--- src/rtl/esc_pkg.sv ---
// Package: shared types and constants of the escape deframer.
package esc_pkg;

    localparam logic [7:0]  StartByte     = 8'h30;
    localparam logic [7:0]  EndByte       = 8'h03;
    localparam logic [7:0]  EscByte       = 8'h7E;
    localparam logic [15:0] MaxLengthRst  = 16'd256;

    typedef enum logic [1:0] {
        PH_HUNT    = 2'd0,
        PH_BODY    = 2'd1,
        PH_ESC     = 2'd2,
        PH_DISCARD = 2'd3
    } t_phase;

    typedef enum logic [1:0] {
        ST_NONE     = 2'd0,
        ST_DONE     = 2'd1,
        ST_OVERFLOW = 2'd2,
        ST_NO_END   = 2'd3
    } t_status;

    typedef struct packed {
        logic [7:0] rx_byte;
        logic       end_of_buffer;
    } t_beat;

    typedef struct packed {
        logic [7:0]  data_out;
        logic        data_valid;
        t_status     status;
        logic [15:0] frame_length;
    } t_result;

    typedef struct packed {
        logic   take;
        logic   emit;
        t_phase phase;
    } t_dec_ctl;

endpackage

--- src/rtl/esc_if.sv ---
// Interfaces: input byte channel and result channel.
interface esc_in_if;
    logic       valid;
    logic       ready;
    logic [7:0] rx_byte;
    logic       end_of_buffer;

    modport source(output valid, output rx_byte, output end_of_buffer, input ready);
    modport sink(input valid, input rx_byte, input end_of_buffer, output ready);
endinterface

interface esc_out_if;
    logic        valid;
    logic        ready;
    logic [7:0]  data_out;
    logic        data_valid;
    logic [1:0]  status;
    logic [15:0] frame_length;

    modport source(output valid, output data_out, output data_valid, output status,
                   output frame_length, input ready);
    modport sink(input valid, input data_out, input data_valid, input status,
                 input frame_length, output ready);
endinterface

--- src/rtl/esc_in_stage.sv ---
// Input register: captures one received beat for the decoder.
module esc_in_stage (
    input  logic           i_clk,
    input  logic           i_rst_n,
    input  logic           i_valid,
    input  esc_pkg::t_beat i_beat,
    input  logic           i_take,
    output logic           o_ready,
    output logic           o_valid,
    output esc_pkg::t_beat o_beat
);

    logic           r_valid;
    logic           n_valid;
    esc_pkg::t_beat r_beat;

    assign o_ready = !r_valid || i_take;

    always_comb begin
        n_valid = r_valid;
        if (i_valid && o_ready) begin
            n_valid = 1'b1;
        end else if (i_take) begin
            n_valid = 1'b0;
        end
    end

    always_ff @(posedge i_clk) begin
        if (!i_rst_n) begin
            r_valid <= 1'b0;
        end else begin
            r_valid <= n_valid;
        end
    end

    always_ff @(posedge i_clk) begin
        if (i_valid && o_ready) begin
            r_beat <= i_beat;
        end
    end

    assign o_valid = r_valid;
    assign o_beat  = r_beat;

endmodule

--- src/rtl/esc_decode.sv ---
// Decoder: frame state, length count, limit register and per-beat decision.
module esc_decode (
    input  logic              i_clk,
    input  logic              i_rst_n,
    input  logic              i_cfg_we,
    input  logic [15:0]       i_cfg_wdata,
    input  logic              i_valid,
    input  esc_pkg::t_beat    i_beat,
    input  logic              i_out_free,
    output esc_pkg::t_dec_ctl o_ctl,
    output esc_pkg::t_result  o_result
);

    esc_pkg::t_phase  r_phase;
    esc_pkg::t_phase  n_phase;
    logic [15:0]      r_count;
    logic [15:0]      n_count;
    logic [15:0]      r_max_length;
    logic             emit;
    logic             take;
    esc_pkg::t_result res;
    logic [7:0]       b;
    logic             eob;

    assign b   = i_beat.rx_byte;
    assign eob = i_beat.end_of_buffer;

    // next state
    always_comb begin
        n_phase = r_phase;
        n_count = r_count;
        case (r_phase)
            esc_pkg::PH_HUNT: begin
                if (eob) begin
                    n_phase = esc_pkg::PH_HUNT;
                    n_count = 16'd0;
                end else if (b == esc_pkg::StartByte) begin
                    n_phase = esc_pkg::PH_BODY;
                    n_count = 16'd0;
                end
            end
            esc_pkg::PH_BODY: begin
                if (b == esc_pkg::EndByte || r_count >= r_max_length) begin
                    n_phase = eob ? esc_pkg::PH_HUNT : esc_pkg::PH_DISCARD;
                    n_count = 16'd0;
                end else if (b == esc_pkg::EscByte || b == esc_pkg::StartByte) begin
                    if (eob) begin
                        n_phase = esc_pkg::PH_HUNT;
                        n_count = 16'd0;
                    end else begin
                        n_phase = esc_pkg::PH_ESC;
                    end
                end else if (eob) begin
                    n_phase = esc_pkg::PH_HUNT;
                    n_count = 16'd0;
                end else begin
                    n_count = r_count + 16'd1;
                end
            end
            esc_pkg::PH_ESC: begin
                if (eob) begin
                    n_phase = esc_pkg::PH_HUNT;
                    n_count = 16'd0;
                end else begin
                    n_phase = esc_pkg::PH_BODY;
                    n_count = r_count + 16'd1;
                end
            end
            esc_pkg::PH_DISCARD: begin
                if (eob) begin
                    n_phase = esc_pkg::PH_HUNT;
                    n_count = 16'd0;
                end
            end
            default: begin
                n_phase = esc_pkg::PH_HUNT;
                n_count = 16'd0;
            end
        endcase
    end

    // result
    always_comb begin
        emit             = 1'b0;
        res.data_out     = 8'd0;
        res.data_valid   = 1'b0;
        res.status       = esc_pkg::ST_NONE;
        res.frame_length = 16'd0;
        case (r_phase)
            esc_pkg::PH_HUNT: begin
                if (eob) begin
                    emit       = 1'b1;
                    res.status = esc_pkg::ST_NO_END;
                end
            end
            esc_pkg::PH_BODY: begin
                if (b == esc_pkg::EndByte) begin
                    emit             = 1'b1;
                    res.status       = esc_pkg::ST_DONE;
                    res.frame_length = r_count;
                end else if (r_count >= r_max_length) begin
                    emit       = 1'b1;
                    res.status = esc_pkg::ST_OVERFLOW;
                end else if (b == esc_pkg::EscByte || b == esc_pkg::StartByte) begin
                    if (eob) begin
                        emit       = 1'b1;
                        res.status = esc_pkg::ST_NO_END;
                    end
                end else begin
                    emit           = 1'b1;
                    res.data_out   = b;
                    res.data_valid = 1'b1;
                    res.status     = eob ? esc_pkg::ST_NO_END : esc_pkg::ST_NONE;
                end
            end
            esc_pkg::PH_ESC: begin
                emit           = 1'b1;
                res.data_out   = b ^ esc_pkg::EscByte;
                res.data_valid = 1'b1;
                res.status     = eob ? esc_pkg::ST_NO_END : esc_pkg::ST_NONE;
            end
            esc_pkg::PH_DISCARD: begin
                emit = 1'b0;
            end
            default: begin
                emit = 1'b0;
            end
        endcase
    end

    // advance when the beat either gives nothing or finds the result slot free
    assign take = i_valid && (!emit || i_out_free);

    always_ff @(posedge i_clk) begin
        if (!i_rst_n) begin
            r_phase      <= esc_pkg::PH_HUNT;
            r_count      <= 16'd0;
            r_max_length <= esc_pkg::MaxLengthRst;
        end else begin
            if (take) begin
                r_phase <= n_phase;
                r_count <= n_count;
            end
            if (i_cfg_we) begin
                r_max_length <= i_cfg_wdata;
            end
        end
    end

    assign o_ctl.take  = take;
    assign o_ctl.emit  = emit;
    assign o_ctl.phase = r_phase;
    assign o_result    = res;

endmodule

--- src/rtl/esc_out_stage.sv ---
// Result register: holds one decoded beat until the sink takes it.
module esc_out_stage (
    input  logic             i_clk,
    input  logic             i_rst_n,
    input  logic             i_load,
    input  esc_pkg::t_result i_result,
    input  logic             i_ready,
    output logic             o_free,
    output logic             o_valid,
    output esc_pkg::t_result o_result
);

    logic             r_valid;
    logic             n_valid;
    esc_pkg::t_result r_result;

    assign o_free = !r_valid || i_ready;

    always_comb begin
        n_valid = r_valid;
        if (i_load) begin
            n_valid = 1'b1;
        end else if (i_ready) begin
            n_valid = 1'b0;
        end
    end

    always_ff @(posedge i_clk) begin
        if (!i_rst_n) begin
            r_valid <= 1'b0;
        end else begin
            r_valid <= n_valid;
        end
    end

    always_ff @(posedge i_clk) begin
        if (i_load) begin
            r_result <= i_result;
        end
    end

    assign o_valid  = r_valid;
    assign o_result = r_result;

endmodule

--- src/rtl/escape_deframer.sv ---
// Top level: byte-stuffing deframer with XOR escape, one beat per cycle.
// Received bytes enter an input register, are decoded by a combinational frame
// decision, and any result lands in an output register; the block takes one
// byte every cycle except while a stalled sink holds a result pending.
// Bytes that give no result (hunted bytes, accepted escapes, discarded bytes)
// never occupy the output register, so they advance even while a result
// waits. Throughput drops below one byte per cycle only while the sink holds
// ready low with a result pending. max_length is written through
// i_cfg_we/i_cfg_wdata and resets to 256.
module escape_deframer (
    input  logic        i_clk,
    input  logic        i_rst_n,
    input  logic        i_cfg_we,
    input  logic [15:0] i_cfg_wdata,
    esc_in_if.sink      i_in,
    esc_out_if.source   o_out
);

    esc_pkg::t_beat    in_beat;
    esc_pkg::t_beat    stg_beat;
    logic              stg_valid;
    logic              out_free;
    logic              out_valid;
    esc_pkg::t_dec_ctl ctl;
    esc_pkg::t_result  dec_result;
    esc_pkg::t_result  out_result;

    assign in_beat.rx_byte       = i_in.rx_byte;
    assign in_beat.end_of_buffer = i_in.end_of_buffer;

    esc_in_stage u_in_stage (
        .i_clk   (i_clk),
        .i_rst_n (i_rst_n),
        .i_valid (i_in.valid),
        .i_beat  (in_beat),
        .i_take  (ctl.take),
        .o_ready (i_in.ready),
        .o_valid (stg_valid),
        .o_beat  (stg_beat)
    );

    esc_decode u_decode (
        .i_clk       (i_clk),
        .i_rst_n     (i_rst_n),
        .i_cfg_we    (i_cfg_we),
        .i_cfg_wdata (i_cfg_wdata),
        .i_valid     (stg_valid),
        .i_beat      (stg_beat),
        .i_out_free  (out_free),
        .o_ctl       (ctl),
        .o_result    (dec_result)
    );

    esc_out_stage u_out_stage (
        .i_clk    (i_clk),
        .i_rst_n  (i_rst_n),
        .i_load   (ctl.take && ctl.emit),
        .i_result (dec_result),
        .i_ready  (o_out.ready),
        .o_free   (out_free),
        .o_valid  (out_valid),
        .o_result (out_result)
    );

    assign o_out.valid        = out_valid;
    assign o_out.data_out     = out_result.data_out;
    assign o_out.data_valid   = out_result.data_valid;
    assign o_out.status       = out_result.status;
    assign o_out.frame_length = out_result.frame_length;

`ifndef SYNTH
    a_esc_gives_data: assert property (@(posedge i_clk) disable iff (!i_rst_n)
        (ctl.take && ctl.phase == esc_pkg::PH_ESC) |=> (o_out.valid && o_out.data_valid))
        else $error("escaped byte did not produce data");

    a_emit_lands: assert property (@(posedge i_clk) disable iff (!i_rst_n)
        (ctl.take && ctl.emit) |=> o_out.valid)
        else $error("result lost on its way to the output register");

    a_done_no_data: assert property (@(posedge i_clk) disable iff (!i_rst_n)
        (o_out.valid && o_out.status == esc_pkg::ST_DONE) |-> !o_out.data_valid)
        else $error("frame complete carries data");

    a_discard_quiet: assert property (@(posedge i_clk) disable iff (!i_rst_n)
        (ctl.phase == esc_pkg::PH_DISCARD || ctl.phase == esc_pkg::PH_HUNT
         && !stg_beat.end_of_buffer) |-> !ctl.emit)
        else $error("quiet beat produced a result");
`endif

endmodule
--- src/flat_wrapper.sv ---
// flat-port wrapper written by rule: the top's interface ports become plain ports
module escape_deframer_flat 
  (i_clk, i_rst_n, i_cfg_we, i_cfg_wdata, i_in_valid, i_in_rx_byte, i_in_end_of_buffer, i_in_ready, o_out_valid, o_out_data_out, o_out_data_valid, o_out_status, o_out_frame_length, o_out_ready);
  esc_in_if i_in_i ();
  esc_out_if o_out_i ();
  input  logic i_clk;
  input  logic i_rst_n;
  input  logic i_cfg_we;
  input  logic [15:0] i_cfg_wdata;
  input wire logic [$bits(i_in_i.valid)-1:0] i_in_valid;
  input wire logic [$bits(i_in_i.rx_byte)-1:0] i_in_rx_byte;
  input wire logic [$bits(i_in_i.end_of_buffer)-1:0] i_in_end_of_buffer;
  output wire logic [$bits(i_in_i.ready)-1:0] i_in_ready;
  output wire logic [$bits(o_out_i.valid)-1:0] o_out_valid;
  output wire logic [$bits(o_out_i.data_out)-1:0] o_out_data_out;
  output wire logic [$bits(o_out_i.data_valid)-1:0] o_out_data_valid;
  output wire logic [$bits(o_out_i.status)-1:0] o_out_status;
  output wire logic [$bits(o_out_i.frame_length)-1:0] o_out_frame_length;
  input wire logic [$bits(o_out_i.ready)-1:0] o_out_ready;
  assign i_in_i.valid = i_in_valid;
  assign i_in_i.rx_byte = i_in_rx_byte;
  assign i_in_i.end_of_buffer = i_in_end_of_buffer;
  assign i_in_ready = i_in_i.ready;
  assign o_out_valid = o_out_i.valid;
  assign o_out_data_out = o_out_i.data_out;
  assign o_out_data_valid = o_out_i.data_valid;
  assign o_out_status = o_out_i.status;
  assign o_out_frame_length = o_out_i.frame_length;
  assign o_out_i.ready = o_out_ready;
  escape_deframer u_core (.i_clk(i_clk), .i_rst_n(i_rst_n), .i_cfg_we(i_cfg_we), .i_cfg_wdata(i_cfg_wdata), .i_in(i_in_i), .o_out(o_out_i));
endmodule
--- config.mk ---
export PLATFORM = sky130hd
export DESIGN_NAME = escape_deframer_flat
export DESIGN_NICKNAME = d
export VERILOG_FILES = /design/src/rtl/esc_pkg.sv /design/src/rtl/esc_if.sv /design/src/rtl/esc_in_stage.sv /design/src/rtl/esc_decode.sv /design/src/rtl/esc_out_stage.sv /design/src/rtl/escape_deframer.sv /design/src/flat_wrapper.sv
export SDC_FILE = /design/constraint.sdc
export NUM_CORES = 1
export LEC_CHECK = 0
export BUFFER_PORTS_ARGS = -buffer_cell sky130_fd_sc_hd__buf_4
export CORE_MARGIN = 1
export CORE_UTILIZATION = 45
export CTS_BUF_LIST = sky130_fd_sc_hd__clkbuf_16
export DETAILED_ROUTE_END_ITERATION = 6
export PLACE_DENSITY = 0.68
export SYNTH_ARGS = -nofsm -noshare
export SYNTH_HDL_FRONTEND = slang
export SYNTH_HIERARCHICAL = 1
export SYNTH_SLANG_ARGS = --single-unit
--- constraint.sdc ---
create_clock -name i_clk -period 9.74 [get_ports i_clk]
set_input_delay 0.974 -clock i_clk [delete_from_list [all_inputs] [get_ports i_clk]]
set_output_delay 0.974 -clock i_clk [all_outputs]
set_load 0.05 [all_outputs]
==> results of run 1 <==
-- metrics by stage --
step	std cells	cell area [µm²]	hold slack, ns	setup slack, ns	util
after floorplan	354	3690	0.459	6.63	-
after global placement	503	4200	0.474	6.35	0.535
after detailed placement	503	4200	0.482	6.19	0.535
after CTS	519	4540	0.496	5.94	0.579
after global routing	519	4540	0.515	5.73	0.579
final	519	4540	0.496	5.94	0.579
-- path summary, 6_finish.rpt --
path                                                                endpoint  depth (start not counted)                                          from
worst max register to register      u_core/u_out_stage/o_result[1]$_DFFE_PP_                          9      u_core/u_decode/r_count[13]$_SDFFE_PN0P_
worst min-delay path            u_core/u_decode/r_max_length[2]$_SDFFE_PN0P_                          2  u_core/u_decode/r_max_length[2]$_SDFFE_PN0P_
worst max-delay path                                              i_in_ready                          9       u_core/u_decode/r_count[7]$_SDFFE_PN0P_
worst min register to register  u_core/u_decode/r_max_length[2]$_SDFFE_PN0P_                          2  u_core/u_decode/r_max_length[2]$_SDFFE_PN0P_
-- cells by family after synthesis --
kind of cell               count (synthesis)
AOI/OAI and AO/OA                         68
xor gates and xnor gates                   2
adders and majority gates                 21
buffers and inverters                     37
DFF                                       72
muxes                                     22
and+or+nand+nor                          132
-- power groups by stage --
stage	sequential (µW)	clock, µW	combinational [µW]
6_report	338	376	80.1
5_1_grt	339	394	87.1
4_1_cts	338	382	80.4
3_5_place_dp	345	0	79.9
3_3_place_gp	344	0	79.0
2_1_floorplan	359	0	40.6
-- registers in the layout, indices dropped and copies added (netlist names) --
| name | cells |
|---|---|
| u_core/u_decode/r_phase | 2 |
| u_core/u_out_stage/o_result | 27 |
| u_core/u_in_stage/o_valid | 1 |
| u_core/u_decode/r_count | 16 |
| u_core/u_decode/r_max_length | 16 |
| u_core/u_in_stage/o_beat | 9 |
| u_core/u_out_stage/o_valid | 1 |
-- area by class of cell --
class,instances,area (µm²)
clock inverters,7,119
repair buffers,58,435
well taps,102,128
multi-input cells,245,1740
flip-flops and latches,72,1800
fillers,701,3310
clock buffers,9,225
inverters,26,97.6
-- cells in the mapped netlist (2+ instances only) --
| library cell | instances | area (µm²) |
|---|---|---|
| a21boi_2 | 2 | 22.5 |
| a21o_1 | 2 | 15.0 |
| a21oi_1 | 19 | 95.1 |
| a31oi_1 | 10 | 62.6 |
| a41o_1 | 2 | 20.0 |
| and2_1 | 18 | 113 |
| and3_1 | 9 | 56.3 |
| buf_2 | 2 | 10.0 |
| buf_4 | 3 | 22.5 |
| clkbuf_1 | 6 | 22.5 |
| dfxtp_1 | 36 | 721 |
| edfxtp_1 | 36 | 1080 |
| ha_1 | 21 | 263 |
| inv_1 | 25 | 93.8 |
| mux2i_1 | 22 | 220 |
| nand2_1 | 18 | 67.6 |
| nand2b_1 | 7 | 43.8 |
| nand2b_4 | 2 | 27.5 |
| nand3_1 | 11 | 55.1 |
| nand4_1 | 5 | 31.3 |
| nor2_1 | 29 | 109 |
| nor2b_1 | 11 | 68.8 |
| nor3_1 | 9 | 45.0 |
| o2111ai_1 | 2 | 17.5 |
| o211a_1 | 2 | 20.0 |
| o21a_1 | 2 | 15.0 |
| o21ai_0 | 11 | 55.1 |
| o31ai_1 | 2 | 15.0 |
-- worst max-delay path, stage by stage (launching register included) --
cell,delay [ns]
dfxtp_1,0.46
ha_1,0.29
a21oi_1,0.14
o21ai_0,0.17
a2111oi_4,0.52
and3_1,0.27
nand3_1,0.11
a21oi_1,0.18
nand2b_4,0.17
buf_4,0.19
-- per-layer routing --
metal  vias to the layer above  GRT usage  wire, µm
li1                       1395          -         -
met1                      1281      0.270      3590
met2                       101      0.298      3600
met3                        20     0.0287       393
met4                         0      0.102       205
met5                         -          0         0
-- placed cells by master (no fill, tap or decap), types with 2 or more instances in the layout --
cell       instances
nand2b_1           7
mux2i_1           22
nand3_1           11
bufinv_16          3
nor3_1             9
a21oi_1           19
buf_4             58
edfxtp_1          36
clkbuf_16          9
dfxtp_1           36
o21ai_0           11
nand2b_4           2
nand2_1           18
a41o_1             2
o31ai_1            2
nor2b_1           11
o2111ai_1          2
inv_6              2
inv_1             26
o21a_1             2
and3_1             9
a21o_1             2
a31oi_1           10
and2_1            18
ha_1              21
o211a_1            2
nand4_1            5
a21boi_2           2
nor2_1            29
==> flow_summary_export.csv, run 1 <==
group,metric,value,unit
run_status,run_status,"complete, no violations",
worst_setup_path,endpoint_kind,"output port",
clock_network,cts_resized,0,
worst_setup_path,startpoint_type,"register",
pwr,p_comb_frac,0.101,
worst_setup_path,critical_path_class,"register to output port",
hold_path,min_path_type,"register to register",
clock_network,cts_root_buffer,"clkbuf_16",
synth,postSynthCellCount,354,
routing,first_iter_violations,218,
clock_network,clock-sinks,72,
synth,synth-xor-area-share,0.00475,
worst_setup_path,worst-r2r-setup-slack,6.23,ns
routing,dr_total_vias,2797,
synth,synth_edf_count,36,
global_route,grt_first_pass_wirelength,12.8,mm
synth,synthesis.area,3690,µm²
placement,port-buffer-count,58,
timing,rsz0062_at_grt,"false",
die,ios,59,
timing,final.period_utilization,0.391,
pwr,power_leakage,0.00190,µW
pwr,internal-power,612,µW
timing,finalHoldViolations,0,
routing,drc,0,
synth,synthSimpleGateAreaFrac,0.204,
clock_network,cts_htree_levels,3,
global_route,grt_max_degree,29,
layout,antennaDiodeCount,0,
placement,dp_hpwl,5.73,mm
worst_setup_path,crit_fanout,6,
clock_network,cts_inserted_buffers,9,
pwr,powerDensity,175,nW/µm²
global_route,first_global_vias,2576,
synth,yosys_warnings,6,
routing,wire_per_inst,15.0,µm
timing,skew,0.00673,ns
routing,drt_wl_total,7.79,mm
synth,synth-adder-area-share,0.0712,
timing,worst-slew-pin-transition,1.18,ns
pwr,swShare,0.229,
timing,setup_viol_count_final,0,
synth,yosys_register_bits,72,
timing,finalMaxSlewViolations,0,
die,die_w,92.6,µm
synth,synth_compound_area_frac,0.131,
clock_network,clkTransAtPathRegs,0.06,ns
synth,synthesis.nets,405,
job,drv_cap,0,
clock_network,clk_latency,0.33,ns
pwr,max-vdd-ir-drop,0.0863,mV
die,dieArea,8570,µm²
die,core_area,7850,µm²
clock_network,cts_buffer_depth,2,
layout,syn_to_final_growth,23.1,%
placement,gp_congestion,0.912,
pwr,switching_power,182,µW
layout,drive_gt1_frac,0.216,
layout,fin_nets,463,
synth,synth_top_family_by_area,"simple AND/OR/NAND/NOR gates",
routing,ant_nets,0,
die,die_h,92.6,µm
worst_setup_path,cp.required,8.77,ns
global_route,antenna_found_initial,0,
synth,async_flop_share,0,
synth,synth.avg_cell_area,10.4,µm²
synth,synth_ff_type,"edfxtp_1",
clock_network,cts_tree,"built",
clock_network,ctsHoldBuffers,0,
timing,max_freq,263,MHz
pwr,clkPwrFrac,0.473,
clock_network,postCtsSetupBuffers,0,
die,rows,32,
timing,slew_headroom,0.214,
global_route,grt_overflow,0,
synth,ys_types,58,
synth,muxShareOfSynthArea,0.0597,
pwr,finalPower,794,µW
worst_setup_path,cp.arrival,2.83,ns
global_route,grt.total_usage,0.196,
timing,min_period,3.80,ns
routing,drt_pre_antenna_iters,5,
timing,setup_tns,0,ns
synth,ys_seq_area_frac,0.488,
routing,viasPerCell,5.39,
die,initial_utilization,0.470,
pwr,p_seq_frac,0.426,
Power figures use the tool's default switching activity.
==> run 2: changes to the inputs <==
PLACE_DENSITY = 0.7   (was 0.68)
clock period = 3.28 ns   (was 9.74 ns; I/O delays follow)
==> run 2 against run 1 <==
Against the previous run: cell count is 0.39% higher; critical path depth did not move; via count shrank 1.7%; flip-flop and latch count unchanged; power rose to 2.9 times the previous value; highest routed layer unchanged; die area unchanged; setup slack got worse by 5.8 ns; hold slack lost 0.32 ns; critical endpoint unchanged; utilization barely moved.
==> flow_summary_export.csv, run 2 (synthesis results as in run 1) <==
group,metric,value,unit
run_status,run_status,"complete, no violations",
timing,min_period,3.10,ns
timing,finalMaxSlewViolations,0,
layout,instances_no_fill,521,
placement,placed_cell_area,4230,µm²
die,die_h,92.6,µm
timing,rsz0062_at_grt,"false",
hold_path,min_path_type,"input pin to register",
timing,setup_viol_count_final,0,
die,die_w,92.6,µm
timing,final.period_utilization,0.945,
placement,port-buffer-count,58,
routing,dr_total_vias,2750,
clock_network,clkTransAtPathRegs,0.06,ns
routing,drt_pre_antenna_iters,5,
hold_path,whs_endpoint,"u_core/u_in_stage/o_beat[8]$_DFFE_PP_",
placement,placed_cells,505,
die,ios,59,
layout,mostFrequentLayoutCells,"buf_4 (59), dfxtp_1 (36), edfxtp_1 (36), nor2_1 (29), inv_1 (25)",
clock_network,cts_inserted_buffers,9,
global_route,met1_usage,0.256,
layout,final_common_cell,"buf_4",
worst_setup_path,r2r_start,"u_core/u_decode/r_count[13]$_SDFFE_PN0P_",
job,drv_cap,0,
clock_network,postCtsSetupBuffers,0,
timing,max_freq,323,MHz
clock_network,clock-sinks,72,
routing,viasPerCell,5.28,
die,initial_utilization,0.470,
hold_path,hp-start,"i_in_rx_byte[7]",
worst_setup_path,rr_worst_depth,10,
clock_network,cts_buffer_depth,2,
timing,worst-slew-pin-transition,0.612,ns
global_route,grt_overflow,0,
die,core_area,7850,µm²
timing,slew_headroom,0.588,
clock_network,ctsHoldBuffers,0,
clock_network,clk_latency,0.32,ns
layout,drive_gt1_frac,0.220,
clock_network,cts_tree,"built",
layout,syn_to_final_growth,23.2,%
timing,finalHoldViolations,0,
global_route,grt_max_degree,29,
routing,drc,0,
clock_network,cts_htree_levels,3,
routing,wire_per_inst,14.0,µm
clock_network,cts_resized,0,
hold_path,hold_depth,1,
global_route,use_met3,0.0345,
routing,drt_wl_total,7.31,mm
worst_setup_path,rr_endpoint,"u_core/u_out_stage/o_result[1]$_DFFE_PP_",
worst_setup_path,cp.required,2.95,ns
timing,setup_tns,0,ns
global_route,busiest_layer,"met2",
timing,skew,0.00721,ns
worst_setup_path,crit_fanout,6,
clock_network,cts_root_buffer,"clkbuf_16",
layout,largest_reg_flops,27,
worst_setup_path,endpoint_kind,"output port",
worst_setup_path,worst-r2r-setup-slack,0.46,ns
worst_setup_path,critical_path_class,"register to output port",
global_route,first_global_vias,2461,
die,rows,32,
placement,gp_congestion,0.853,
global_route,antenna_found_initial,0,
layout,final_util,0.579,
layout,fin_nets,465,
global_route,grt.total_usage,0.180,
global_route,grt_first_pass_wirelength,12.0,mm
worst_setup_path,cp.arrival,2.77,ns
routing,ant_nets,0,
worst_setup_path,startpoint_type,"register",
pwr,max-vdd-ir-drop,0.409,mV
placement,dp_hpwl,5.45,mm
global_route,use_met2,0.272,
die,dieArea,8570,µm²
pwr,power_leakage,0.00190,µW
layout,final_area,4540,µm²
pwr,powerDensity,500,nW/µm²
routing,first_iter_violations,207,
layout,antennaDiodeCount,0,
==> run 2: worst max-delay path by stage <==
stage,startpoint,end,slack [ns],cells past startpoint
finish,u_core/u_decode/r_count[1]$_SDFFE_PN0P_,i_in_ready,0.18,9
global placement,u_core/u_decode/r_count[13]$_SDFFE_PN0P_,u_core/u_out_stage/o_result[12]$_DFFE_PP_,0.52,10
detailed placement,u_core/u_decode/r_count[13]$_SDFFE_PN0P_,u_core/u_out_stage/o_result[14]$_DFFE_PP_,0.46,10
floorplan,u_core/u_decode/r_count[13]$_SDFFE_PN0P_,u_core/u_out_stage/o_result[0]$_DFFE_PP_,0.17,10
global route,u_core/u_decode/r_count[5]$_SDFFE_PN0P_,i_in_ready,0.03,9
CTS,u_core/u_decode/r_count[5]$_SDFFE_PN0P_,i_in_ready,0.19,9
==> run 2: layout make-up <==
class | count | area [µm²]
Inverter | 26 | 97.6
Clock buffer | 9 | 225
Sequential cell | 72 | 1800
Timing Repair Buffer | 60 | 463
Tap cell | 102 | 128
Multi-Input combinational cell | 245 | 1740
Clock inverter | 7 | 93.8
Fill cell | 681 | 3300
==> run 2: through the flow <==
step	total power [µW]	hold slack, ns	worst slack [ns]
2_1_floorplan	1190	0.427	0.170
3_3_place_gp	1260	0.472	0.524
3_5_place_dp	1260	0.482	0.464
4_1_cts	2290	0.166	0.190
5_1_grt	2350	0.168	0.0338
6_report	2270	0.179	0.182
==> run 2: report_power, final <==
part           leakage (µW)  switching (µW)  internal (µW)  total, µW
sequential         0.000649            21.1            982       1000
combinational       0.00109             147           94.3        241
clock              0.000154             362            666       1030
total               0.00190             530           1740       2270
==> run 2: worst max-delay path, cell delays in order, from the launching register on <==
cell and delay, ns:
dfxtp_1 0.46, ha_1 0.29, nor2b_1 0.14, o211a_1 0.21, o311ai_2 0.41, and3_1 0.28
nand3_1 0.10, a21oi_1 0.19, nand2b_4 0.17, buf_4 0.19
==> run 2: per-layer routing <==
metal | vias to the layer above | share of wire
li1 | 1400 | -
met1 | 1260 | 0.50
met2 | 84 | 0.44
met3 | 6 | 0.049
met4 | 0 | 0.011
met5 | - | 0
==> run 3: changes to the inputs <==
CORE_UTILIZATION = 50   (was 45)
PLACE_DENSITY = 0.77   (was 0.7)
==> run 3 against run 2 <==
Against the previous run: cell count decreased by 0.77%; clock-buffer cell count rose by 1; utilization up 7.3 points; register-to-register slack worse by 0.15 ns; maximum frequency fell by 1.6%; first-iteration DRC count rose by 9.2%; power down 2.1%; clock power shrank 5%; sequential share of layout area up 0.14 points; largest power group is now registers.
==> flow_summary_export.csv, run 3 (synthesis results as in run 1) <==
group,metric,value,unit
clock_network,ctsHoldBuffers,0,
clock_network,cts_resized,0,
placement,placed_cells,501,
global_route,grt.total_usage,0.213,
worst_setup_path,worst-r2r-setup-slack,0.31,ns
routing,dr_total_vias,2838,
timing,setup_tns,0,ns
pwr,power_leakage,0.00191,µW
worst_setup_path,worstSetupStartpoint,"u_core/u_decode/r_count[5]$_SDFFE_PN0P_",
job,drv_cap,0,
placement,dp_hpwl,5.62,mm
worst_setup_path,cp.arrival,2.82,ns
timing,rsz0062_at_grt,"false",
die,initial_utilization,0.531,
die,rows,30,
worst_setup_path,crit_fanout,7,
placement,gp_congestion,0.881,
die,die_h,87.9,µm
routing,drc,0,
die,die_w,87.9,µm
clock_network,clock-sinks,72,
layout,multiInputGateArea,1740,µm²
layout,final_common_cell,"buf_4",
layout,regArea,1800,µm²
pwr,powerDensity,491,nW/µm²
run_status,run_status,"complete, no violations",
worst_setup_path,r2r_start,"u_core/u_decode/r_count[13]$_SDFFE_PN0P_",
global_route,first_global_vias,2537,
global_route,grt_max_degree,29,
routing,ant_nets,0,
hold_path,hold_depth,1,
clock_network,cts_buffer_depth,2,
layout,mostFrequentLayoutCells,"buf_4 (62), dfxtp_1 (36), edfxtp_1 (36), nor2_1 (29), inv_1 (26)",
worst_setup_path,startpoint_type,"register",
timing,skew,0.00628,ns
layout,drive_gt1_frac,0.223,
routing,viasPerCell,5.49,
timing,setup_viol_count_final,0,
clock_network,cts_root_buffer,"clkbuf_16",
layout,antennaDiodeCount,0,
worst_setup_path,critical_path_class,"register to output port",
pwr,max-vdd-ir-drop,0.254,mV
clock_network,cts_htree_levels,3,
worst_setup_path,cp.required,2.95,ns
layout,instances_no_fill,517,
hold_path,min_path_type,"input pin to register",
timing,finalMaxSlewViolations,0,
routing,first_iter_violations,226,
clock_network,clkTransAtPathRegs,0.05,ns
clock_network,clk_latency,0.33,ns
layout,largest_reg_flops,27,
timing,worst-slew-pin-transition,0.633,ns
routing,drt_wl_total,7.71,mm
die,core_area,6940,µm²
clock_network,cts_inserted_buffers,9,
layout,num-fill-cells,533,
global_route,grt_first_pass_wirelength,12.3,mm
die,dieArea,7730,µm²
global_route,antenna_found_initial,0,
layout,syn_to_final_growth,22.7,%
clock_network,postCtsSetupBuffers,0,
global_route,grt_overflow,0,
worst_setup_path,rr_worst_depth,10,
placement,port-buffer-count,58,
worst_setup_path,endpoint_kind,"output port",
routing,wire_per_inst,14.9,µm
timing,slew_headroom,0.576,
timing,min_period,3.15,ns
timing,finalHoldViolations,0,
timing,max_freq,317,MHz
die,ios,59,
layout,fin_nets,467,
timing,final.period_utilization,0.960,
routing,drt_pre_antenna_iters,4,
clock_network,cts_tree,"built",
pwr,finalPower,2220,µW
hold_path,hp-start,"i_in_rx_byte[7]",
run 3: layer usage:
layer	wire, µm	vias up	GRT usage
met2	3660	83	0.333
met1	3510	1339	0.285
met4	97	0	0.0745
li1	-	1408	-
met3	447	8	0.0584
met5	0	-	0
run 3: layout make-up:
cell class | instances | share of cell area
Sequential cell | 72 | 0.398
Clock buffer | 10 | 0.0553
Inverter | 26 | 0.0216
Tap cell | 96 | 0.0265
Clock inverter | 6 | 0.0127
Multi-Input combinational cell | 245 | 0.383
Timing Repair Buffer | 62 | 0.103
run 3: final timing paths:
check	to
worst min register to register	u_core/u_decode/r_max_length[2]$_SDFFE_PN0P_
worst min-delay path	u_core/u_in_stage/o_beat[8]$_DFFE_PP_
worst max-delay path	i_in_ready
worst max register to register	u_core/u_out_stage/o_result[10]$_DFFE_PP_
run 3: power by group:
part	internal [µW]	switching, µW	total [µW]
registers	982	21.2	1000
logic	92.3	149	242
clock network	628	351	979
total	1700	521	2220
run 3: critical path, stage by stage, from the launching register on:
cell       delay, ns
dfxtp_1         0.45
ha_1            0.29
a21oi_1         0.12
o21ai_0         0.15
a2111oi_4       0.51
and3_1          0.27
nand3_1         0.11
a21oi_1         0.22
nand2b_4        0.19
buf_4           0.20
run 3: through the flow:
stage | worst slack [ns] | area (µm²) | hold WS (ns) | util
after global routing | 0.0378 | 4530 | 0.167 | 0.652
after floorplan | 0.170 | 3690 | 0.427 | -
final | 0.130 | 4530 | 0.179 | 0.652
after global placement | 0.469 | 4220 | 0.474 | 0.608
after CTS | 0.154 | 4530 | 0.172 | 0.652
after detailed placement | 0.346 | 4220 | 0.485 | 0.608
